$ cat config.mk
export PLATFORM = sky130hd
export DESIGN_NAME = linear_probe_hash_table_unit
export DESIGN_NICKNAME = d
export VERILOG_FILES = /design/src/lph_pkg.sv /design/src/lph_home.sv /design/src/lph_slot_mem.sv /design/src/linear_probe_hash_table_unit.sv
export SDC_FILE = /design/constraint.sdc
export NUM_CORES = 2
export LEC_CHECK = 0
export BUFFER_PORTS_ARGS = -buffer_cell sky130_fd_sc_hd__clkbuf_2
export CAP_MARGIN = 30
export CORE_ASPECT_RATIO = 1.5
export CORE_MARGIN = 5
export CORE_UTILIZATION = 45
export CTS_BUF_LIST = sky130_fd_sc_hd__clkbuf_16
export DETAILED_ROUTE_END_ITERATION = 10
export HOLD_SLACK_MARGIN = 0.05
export PLACE_DENSITY = 0.66
export SLEW_MARGIN = 25
export SYNTH_ARGS = -nofsm -noshare
export SYNTH_HDL_FRONTEND = slang
export SYNTH_SLANG_ARGS = --single-unit
$ cat constraint.sdc
create_clock -name i_clk -period 8.43 [get_ports i_clk]
set_input_delay 0.4215 -clock i_clk [delete_from_list [all_inputs] [get_ports i_clk]]
set_output_delay 0.4215 -clock i_clk [all_outputs]
set_load 0.005 [all_outputs]
$ cat src/lph_pkg.sv
// Shared types and constants for the linear-probe hash table.
package lph_pkg;

    // Fixed field widths
    localparam int WORD_W      = 64;
    localparam int LEN_W       = 4;
    localparam int SLOT_W      = 5;
    localparam int BYTE_W      = 8;
    localparam int NUM_BYTES   = WORD_W / BYTE_W;
    localparam int MAX_CHARS   = 8;
    // first + last character fits in nine bits
    localparam int SUM_W       = BYTE_W + 1;
    // Reciprocal scale for the home-slot reduction
    localparam int RECIP_SHIFT = 18;

    typedef enum logic {
        OP_INSERT = 1'b0,
        OP_LOOKUP = 1'b1
    } t_op;

    // One request word
    typedef struct packed {
        t_op                op;
        logic [WORD_W-1:0]  word;
        logic [LEN_W-1:0]   word_len;
    } t_request;

    // One result word
    typedef struct packed {
        logic               found;
        logic               stored;
        logic               table_full;
        logic [SLOT_W-1:0]  slot;
    } t_result;

    // One table entry in slot memory
    typedef struct packed {
        logic [WORD_W-1:0]  word;
        logic [LEN_W-1:0]   len;
    } t_slot_entry;

endpackage

$ cat src/lph_home.sv
// Home-slot unit: (first + last) mod table size by reciprocal multiply and one correction.
module lph_home
    import lph_pkg::*;
#(
    parameter int TABLE_SIZE = 23
) (
    input  logic                           i_clk,
    input  logic [SUM_W-1:0]               i_sum,
    output logic [$clog2(TABLE_SIZE)-1:0]  o_home
);

    localparam int IDX_W  = $clog2(TABLE_SIZE);
    localparam int RECIP  = (1 << RECIP_SHIFT) / TABLE_SIZE;
    localparam int PROD_W = SUM_W + RECIP_SHIFT;
    localparam int QC_W   = 2 * SUM_W;

    logic [PROD_W-1:0] r_prod;
    logic [SUM_W-1:0]  quot;
    logic [QC_W-1:0]   quot_mul;
    logic [SUM_W-1:0]  rem;
    logic [SUM_W-1:0]  rem_fix;

    // Quotient estimate, registered after the multiply
    always_ff @(posedge i_clk) begin
        r_prod <= PROD_W'(i_sum) * PROD_W'(RECIP);
    end

    // Remainder; the estimate is at most one low, so one subtract corrects it
    always_comb begin
        quot     = r_prod[PROD_W-1 -: SUM_W];
        quot_mul = QC_W'(quot) * QC_W'(TABLE_SIZE);
        rem      = i_sum - quot_mul[SUM_W-1:0];
        if (rem >= SUM_W'(TABLE_SIZE)) begin
            rem_fix = rem - SUM_W'(TABLE_SIZE);
        end else begin
            rem_fix = rem;
        end
    end

    assign o_home = rem_fix[IDX_W-1:0];

endmodule

$ cat src/lph_slot_mem.sv
// Slot storage: one write port, one read port with registered read data.
module lph_slot_mem
    import lph_pkg::*;
#(
    parameter int TABLE_SIZE = 23
) (
    input  logic                           i_clk,
    input  logic                           i_wr_en,
    input  logic [$clog2(TABLE_SIZE)-1:0]  i_wr_addr,
    input  t_slot_entry                    i_wr_data,
    input  logic [$clog2(TABLE_SIZE)-1:0]  i_rd_addr,
    output t_slot_entry                    o_rd_data
);

    t_slot_entry r_mem [TABLE_SIZE];
    t_slot_entry r_rd_data;

    // Write port
    always_ff @(posedge i_clk) begin
        if (i_wr_en) begin
            r_mem[i_wr_addr] <= i_wr_data;
        end
    end

    // Read port; read data is registered and appears in the cycle after the address
    always_ff @(posedge i_clk) begin
        r_rd_data <= r_mem[i_rd_addr];
    end

    assign o_rd_data = r_rd_data;

endmodule

$ cat src/linear_probe_hash_table_unit.sv
// Top level: linear-probe hash table with probe sequencer and valid bits.
//
// Usage: a request word (insert or lookup of a 1..8 character word plus its
// length) is taken on a rising edge where start is high and busy is low.
// busy stays high while the request is worked on. The result word appears
// on o_result for exactly one cycle with o_done high; the receiver cannot
// hold it off, and a new request may be started in that same cycle.
// The request is worked on in order: the reciprocal multiply (S_MUL), the
// remainder to the home slot (S_HOME), then one slot a cycle from home on
// (S_PROBE, at most TABLE_SIZE slots) through the single read port of the
// slot memory and the shared word/length comparator. Requests do not
// overlap: the next start is taken at the edge that ends the o_done cycle.
// Insert takes the first empty slot from home on; lookup stops at a match
// or an empty slot; a probe over every slot without end raises table_full.
// Reset clears all valid bits at once, so the table starts empty; no
// clearing pass is needed.
module linear_probe_hash_table_unit
    import lph_pkg::*;
#(
    parameter int TABLE_SIZE = 23
) (
    input  logic      i_clk,
    input  logic      i_rst_n,
    input  logic      start,
    output logic      busy,
    input  t_request  i_req,
    output logic      o_done,
    output t_result   o_result
);

    localparam int IDX_W = $clog2(TABLE_SIZE);

    typedef enum logic [1:0] {
        S_IDLE,
        S_MUL,
        S_HOME,
        S_PROBE
    } t_state;

    t_state              r_state, n_state;
    logic [IDX_W-1:0]    r_cur, n_cur;
    logic [IDX_W-1:0]    r_cnt, n_cnt;
    logic                r_valid [TABLE_SIZE];
    logic                n_valid [TABLE_SIZE];
    logic                r_done, n_done;
    t_result             r_result, n_result;

    t_op                 r_op;
    logic [WORD_W-1:0]   r_word;
    logic [LEN_W-1:0]    r_len;
    logic [SUM_W-1:0]    r_sum;

    logic                accept;
    logic [LEN_W-1:0]    eff_len;
    logic [WORD_W-1:0]   masked_word;
    logic [BYTE_W-1:0]   last_char;
    logic [SUM_W-1:0]    hash_sum;

    logic [IDX_W-1:0]    home;
    logic [IDX_W-1:0]    nxt_pos;
    logic                cur_valid;
    logic                cur_match;
    logic                wr_en;
    t_slot_entry         rd_entry;
    t_slot_entry         wr_entry;
    logic [IDX_W+SLOT_W-1:0] cur_ext;

    assign accept = start && !busy;

    // Request prep: clamp length, mask unused bytes, pick last character, sum first and last
    always_comb begin
        if (i_req.word_len == '0) begin
            eff_len = LEN_W'(1);
        end else if (i_req.word_len > LEN_W'(MAX_CHARS)) begin
            eff_len = LEN_W'(MAX_CHARS);
        end else begin
            eff_len = i_req.word_len;
        end
        masked_word = '0;
        last_char   = '0;
        for (int b = 0; b < NUM_BYTES; b++) begin
            if (LEN_W'(b) < eff_len) begin
                masked_word[b*BYTE_W +: BYTE_W] = i_req.word[b*BYTE_W +: BYTE_W];
            end
            if (LEN_W'(b + 1) == eff_len) begin
                last_char = i_req.word[b*BYTE_W +: BYTE_W];
            end
        end
        hash_sum = SUM_W'(masked_word[BYTE_W-1:0]) + SUM_W'(last_char);
    end

    // Request registers
    always_ff @(posedge i_clk) begin
        if (accept) begin
            r_op   <= i_req.op;
            r_word <= masked_word;
            r_len  <= eff_len;
            r_sum  <= hash_sum;
        end
    end

    lph_home #(
        .TABLE_SIZE (TABLE_SIZE)
    ) u_home (
        .i_clk  (i_clk),
        .i_sum  (r_sum),
        .o_home (home)
    );

    assign wr_entry = '{word: r_word, len: r_len};

    lph_slot_mem #(
        .TABLE_SIZE (TABLE_SIZE)
    ) u_mem (
        .i_clk     (i_clk),
        .i_wr_en   (wr_en),
        .i_wr_addr (r_cur),
        .i_wr_data (wr_entry),
        .i_rd_addr (n_cur),
        .o_rd_data (rd_entry)
    );

    // Shared compare on the slot read this cycle
    assign cur_valid = r_valid[r_cur];
    assign cur_match = cur_valid && (rd_entry.len == r_len) && (rd_entry.word == r_word);
    assign nxt_pos   = (r_cur == IDX_W'(TABLE_SIZE - 1)) ? '0 : r_cur + 1'b1;
    assign cur_ext   = {{SLOT_W{1'b0}}, r_cur};
    assign wr_en     = (r_state == S_PROBE) && (r_op == OP_INSERT) && !cur_valid;

    // Probe sequencer
    always_comb begin
        n_state  = r_state;
        n_cur    = r_cur;
        n_cnt    = r_cnt;
        n_valid  = r_valid;
        n_done   = 1'b0;
        n_result = r_result;
        unique case (r_state)
            S_IDLE: begin
                if (accept) begin
                    n_state = S_MUL;
                end
            end
            S_MUL: begin
                n_state = S_HOME;
            end
            S_HOME: begin
                n_cur   = home;
                n_cnt   = '0;
                n_state = S_PROBE;
            end
            S_PROBE: begin
                if (r_op == OP_INSERT && !cur_valid) begin
                    n_valid[r_cur] = 1'b1;
                    n_result = '{found: 1'b0, stored: 1'b1, table_full: 1'b0,
                                 slot: cur_ext[SLOT_W-1:0]};
                    n_done   = 1'b1;
                    n_state  = S_IDLE;
                end else if (r_op == OP_LOOKUP && !cur_valid) begin
                    n_result = '{found: 1'b0, stored: 1'b0, table_full: 1'b0,
                                 slot: '0};
                    n_done   = 1'b1;
                    n_state  = S_IDLE;
                end else if (r_op == OP_LOOKUP && cur_match) begin
                    n_result = '{found: 1'b1, stored: 1'b0, table_full: 1'b0,
                                 slot: cur_ext[SLOT_W-1:0]};
                    n_done   = 1'b1;
                    n_state  = S_IDLE;
                end else if (r_cnt == IDX_W'(TABLE_SIZE - 1)) begin
                    n_result = '{found: 1'b0, stored: 1'b0, table_full: 1'b1,
                                 slot: '0};
                    n_done   = 1'b1;
                    n_state  = S_IDLE;
                end else begin
                    n_cur = nxt_pos;
                    n_cnt = r_cnt + 1'b1;
                end
            end
            default: begin
                n_state = S_IDLE;
            end
        endcase
    end

    // State, valid bits and registered outputs
    always_ff @(posedge i_clk) begin
        if (!i_rst_n) begin
            r_state  <= S_IDLE;
            r_cur    <= '0;
            r_cnt    <= '0;
            r_done   <= 1'b0;
            r_result <= '0;
            for (int i = 0; i < TABLE_SIZE; i++) begin
                r_valid[i] <= 1'b0;
            end
        end else begin
            r_state  <= n_state;
            r_cur    <= n_cur;
            r_cnt    <= n_cnt;
            r_done   <= n_done;
            r_result <= n_result;
            r_valid  <= n_valid;
        end
    end

    assign busy     = (r_state != S_IDLE);
    assign o_done   = r_done;
    assign o_result = r_result;

    // A result is a single-cycle strobe
    a_done_pulse: assert property (@(posedge i_clk) disable iff (!i_rst_n)
        o_done |=> !o_done)
        else $error("o_done held longer than one cycle");

    // At most one outcome flag per result
    a_one_outcome: assert property (@(posedge i_clk) disable iff (!i_rst_n)
        o_done |-> $onehot0({o_result.found, o_result.stored, o_result.table_full}))
        else $error("more than one outcome flag set");

    // found only answers a lookup, stored only an insert
    a_op_outcome: assert property (@(posedge i_clk) disable iff (!i_rst_n)
        o_done |-> !(o_result.found && r_op == OP_INSERT)
                && !(o_result.stored && r_op == OP_LOOKUP))
        else $error("outcome does not fit the operation");

    // A result only follows a probe cycle
    a_done_after_probe: assert property (@(posedge i_clk) disable iff (!i_rst_n)
        o_done |-> $past(r_state == S_PROBE))
        else $error("result without a probe");

    // An accepted request makes the block busy
    a_accept_busy: assert property (@(posedge i_clk) disable iff (!i_rst_n)
        accept |=> busy)
        else $error("request accepted but block not busy");

endmodule
==> flow_summary.toml <==
[clock_tree]
cts_buffers = 148
clk-insertion-delay-late_ns = 0.78
cts_tree = "built"
clockBufferDepth = 3
numClockSinks = 1759
htreeDepth = 4
cts_setup_buffers = 0
path_clk_slew_ns = 0.07
cts-root-buf = "clkbuf_16"

[floorplanning]
die_h_um = 492
die_x_um = 331
core_um2 = 155000
io_pins = 82
die-area_um2 = 163000
initial_utilization_pct = 45.1
rows = 177

[drt]
drc = 0
vias = 36600
routed_wl_um = 184000
first_pass_iters = 6
drt.antenna.violating_nets = 0
initialDrtViolationCount = 4174
viasPerCell = 5.95
avgRoutedWirePerCell_um = 30.0

[worst_setup_path]
reg2regPathDepth = 18
required_ns = 9.07
critPathLaunch = "r_sum[4]$_DFFE_PP_"
cp_slowest_cell = "buf_4"
r2r-start = "r_sum[4]$_DFFE_PP_"
max_stage_delay_ns = 0.61
crit_fanout = 39
reg2reg_slack_ns = 1.97
end_kind = "register"
cp.arrival_ns = 7.10
worstSetupEndpoint = "u_mem.o_rd_data[25]$_DFF_P_"
reg2reg_to = "u_mem.o_rd_data[25]$_DFF_P_"
start_kind = "register"
crit_type = "reg -> reg"
cp_cell_sequence = "fa_1 -> inv_1 -> ha_1 -> fa_1 -> inv_1 -> ha_1 -> a21o_1 -> a221oi_1 -> o21ai_0 -> xnor2_1 -> nor4_2 -> xnor2_1 -> a221oi_4 -> buf_12 -> buf_4 -> mux4_2 -> a21oi_1 -> nand4_1"

[sta]
final.min_clock_period_ns = 6.46
period_share_pct = 76.6
rsz0062_at_grt = "no"
fmaxAchievable_mhz = 155
hold_viol_final = 0
slew-limit-headroom_pct = 29.2
fin_tns_setup_ns = 0
setup_violations = 0
skew_ns = 0.0306
slew_violations = 0
max_slew.worst_pin.slew_ns = 1.05

[logic_synthesis]
synthCells = 3810
synth_area_um2 = 69700
async_flop_share_pct = 0
synth.distinct_cells = 72
dominantRegCellSynth = "edfxtp_1"
synth_warnings = 0
yosys_register_bits = 1759
synth_edf_count = 1642
syn_area_per_cell_um2 = 18.3
ys_seq_area_share_pct = 74.1
syn-num-nets = 4003

[placement]
io_buffers = 81
place_area_um2 = 72800
finalWeightedCongestion = 0.858
hpwl_um = 97000

[finish]
multi_input_area_um2 = 16800
regArea_um2 = 51600
final_layout_size_suffix_gt1_share_pct = 16.6
final_cell_mix = "edfxtp_1, mux4_2, mux2i_1, a21oi_1, nor2_1"
layout_commonest_cell = "edfxtp_1"
fill_cells = 12500
design_area_um2 = 78000
fin_nets = 4160
area.growth.synth_to_final_pct = 11.9

[global_route]
grt_overflow = 0
grt_max_degree = 104
grt.total_usage_pct = 22.2
grt_pass1_vias = 37100
antenna_found_initial = 11
grt_pass1_wl_um = 263000

[power_and_ir_drop]
power.total_uw = 32100
leakagePower_uw = 0.0265
vdd_ir_drop_max_mv = 1.08
powerDensity_nw_per_um2 = 412

[worst_hold_path]
min_path_type = "in -> reg"

[run]
maxCapViolCount = 0

[status]
status = "finished, final reports clean"
-- area by class of cell --
| type | instances | area share (%) |
|---|---|---|
| Multi-Input combinational cell | 1755 | 21.6 |
| Clock inverter | 122 | 1.23 |
| Tap cell | 2058 | 3.30 |
| Clock buffer | 152 | 4.88 |
| Timing Repair Buffer | 188 | 2.21 |
| Antenna cell | 7 | 0.0225 |
| Inverter | 115 | 0.553 |
| Sequential cell | 1759 | 66.2 |
-- per-stage QoR --
stage / std cells / hold WS (ns) / utilization [%] / setup slack (ns)
CTS: 6145 / 0.0596 / 50.4 / 1.95
floorplan: 3810 / 0.435 / - / 3.18
finish: 6156 / 0.115 / 50.5 / 1.97
global placement: 5835 / 0.444 / 47.1 / 2.07
detailed placement: 5838 / 0.456 / 47.1 / 1.98
global route: 6151 / 0.0793 / 50.4 / 1.46
-- synth_stat cells (6+ instances only) --
cell      number  area (um^2)
mux2i_1      217         2170
nand4_1       93          582
nor3_1        11         55.1
clkbuf_1      85          319
o31ai_1        6         45.0
nor2b_1       31          194
fa_1          26          521
nand3_1       19         95.1
buf_4         24          180
buf_6         26          293
mux4_2       273         6150
xor2_1        29          254
buf_2         40          200
nand2_1      123          462
a21o_1         7         52.6
a22oi_1        6         45.0
and2_1        24          150
a31oi_1        6         37.5
o21ai_0       27          135
buf_1          6         22.5
a21oi_1      178          891
dfxtp_1      117         2340
o22ai_1       73          457
inv_1        114          428
ha_1          95         1190
xnor2_1       45          394
nand2b_1     114          713
edfxtp_1    1642        49300
a211oi_1      71          533
nor2_1       191          717
nor4_1        12         75.1
-- worst max-delay path: cells and delay by family, from the launching register on --
kind,cells,cell delay (ns)
and+or+nand+nor,2,0.52
AOI/OAI and AO/OA,5,1.61
buffers and inverters,4,0.97
adders and majority gates,4,1.67
xor gates and xnor gates,2,0.37
muxes,1,0.59
DFF,1,0.52
-- routing by layer --
layer	global-route usage, %	wire length [um]	up-vias
li1	-	-	15400
met1	28.0	68400	19100
met2	38.7	94000	1791
met3	4.40	15200	344
met4	7.78	6710	4
met5	0	27	-
-- power breakdown --
group          internal [uW]  leakage (uW)  total (uW)  switching, uW
clock                   3690       0.00246        6780           3090
combinational           5930       0.00824       14100           8200
sequential             10500        0.0158       11200            736
-- worst min path at each step --
stage / from / to / slack, ns / cells past startpoint
6_report: i_req[59] / r_word[55]$_SDFFCE_PP0P_ / 0.12 / 2
4_1_cts: i_req[32] / r_word[28]$_SDFFCE_PP0P_ / 0.06 / 3
3_3_place_gp: r_valid[8]$_SDFFE_PN0P_ / r_valid[8]$_SDFFE_PN0P_ / 0.44 / 2
3_5_place_dp: r_valid[8]$_SDFFE_PN0P_ / r_valid[8]$_SDFFE_PN0P_ / 0.46 / 2
2_1_floorplan: r_valid[20]$_SDFFE_PN0P_ / r_valid[20]$_SDFFE_PN0P_ / 0.43 / 2
5_1_grt: i_req[55] / r_word[51]$_SDFFCE_PP0P_ / 0.08 / 2
-- state kept, by name, indices dropped and copies added (netlist names) --
name	cells
u_mem.r_mem	1564
r_cnt	5
r_cur	5
r_state	2
u_mem.o_rd_data	68
r_word	64
o_done	1
u_home.r_prod	5
r_valid	23
r_sum	9
r_op	1
o_result	8
r_len	4
-- timing repair --
action | 4_1_cts | 5_1_grt
hold endpoints to repair | 35 | 0
resized for setup | 0 | 0
hold buffers | 33 | 0
-- cells by family after synthesis --
family	after synthesis	share of synthesized area [%]
compound gates	408	3.59
flops	1759	74.1
xor+xnor	74	0.930
simple gates	658	4.85
fa+ha+maj	121	2.45
buf+inv	296	2.08
mux	494	12.0
Note: power is estimated with default switching activity, not from simulation.
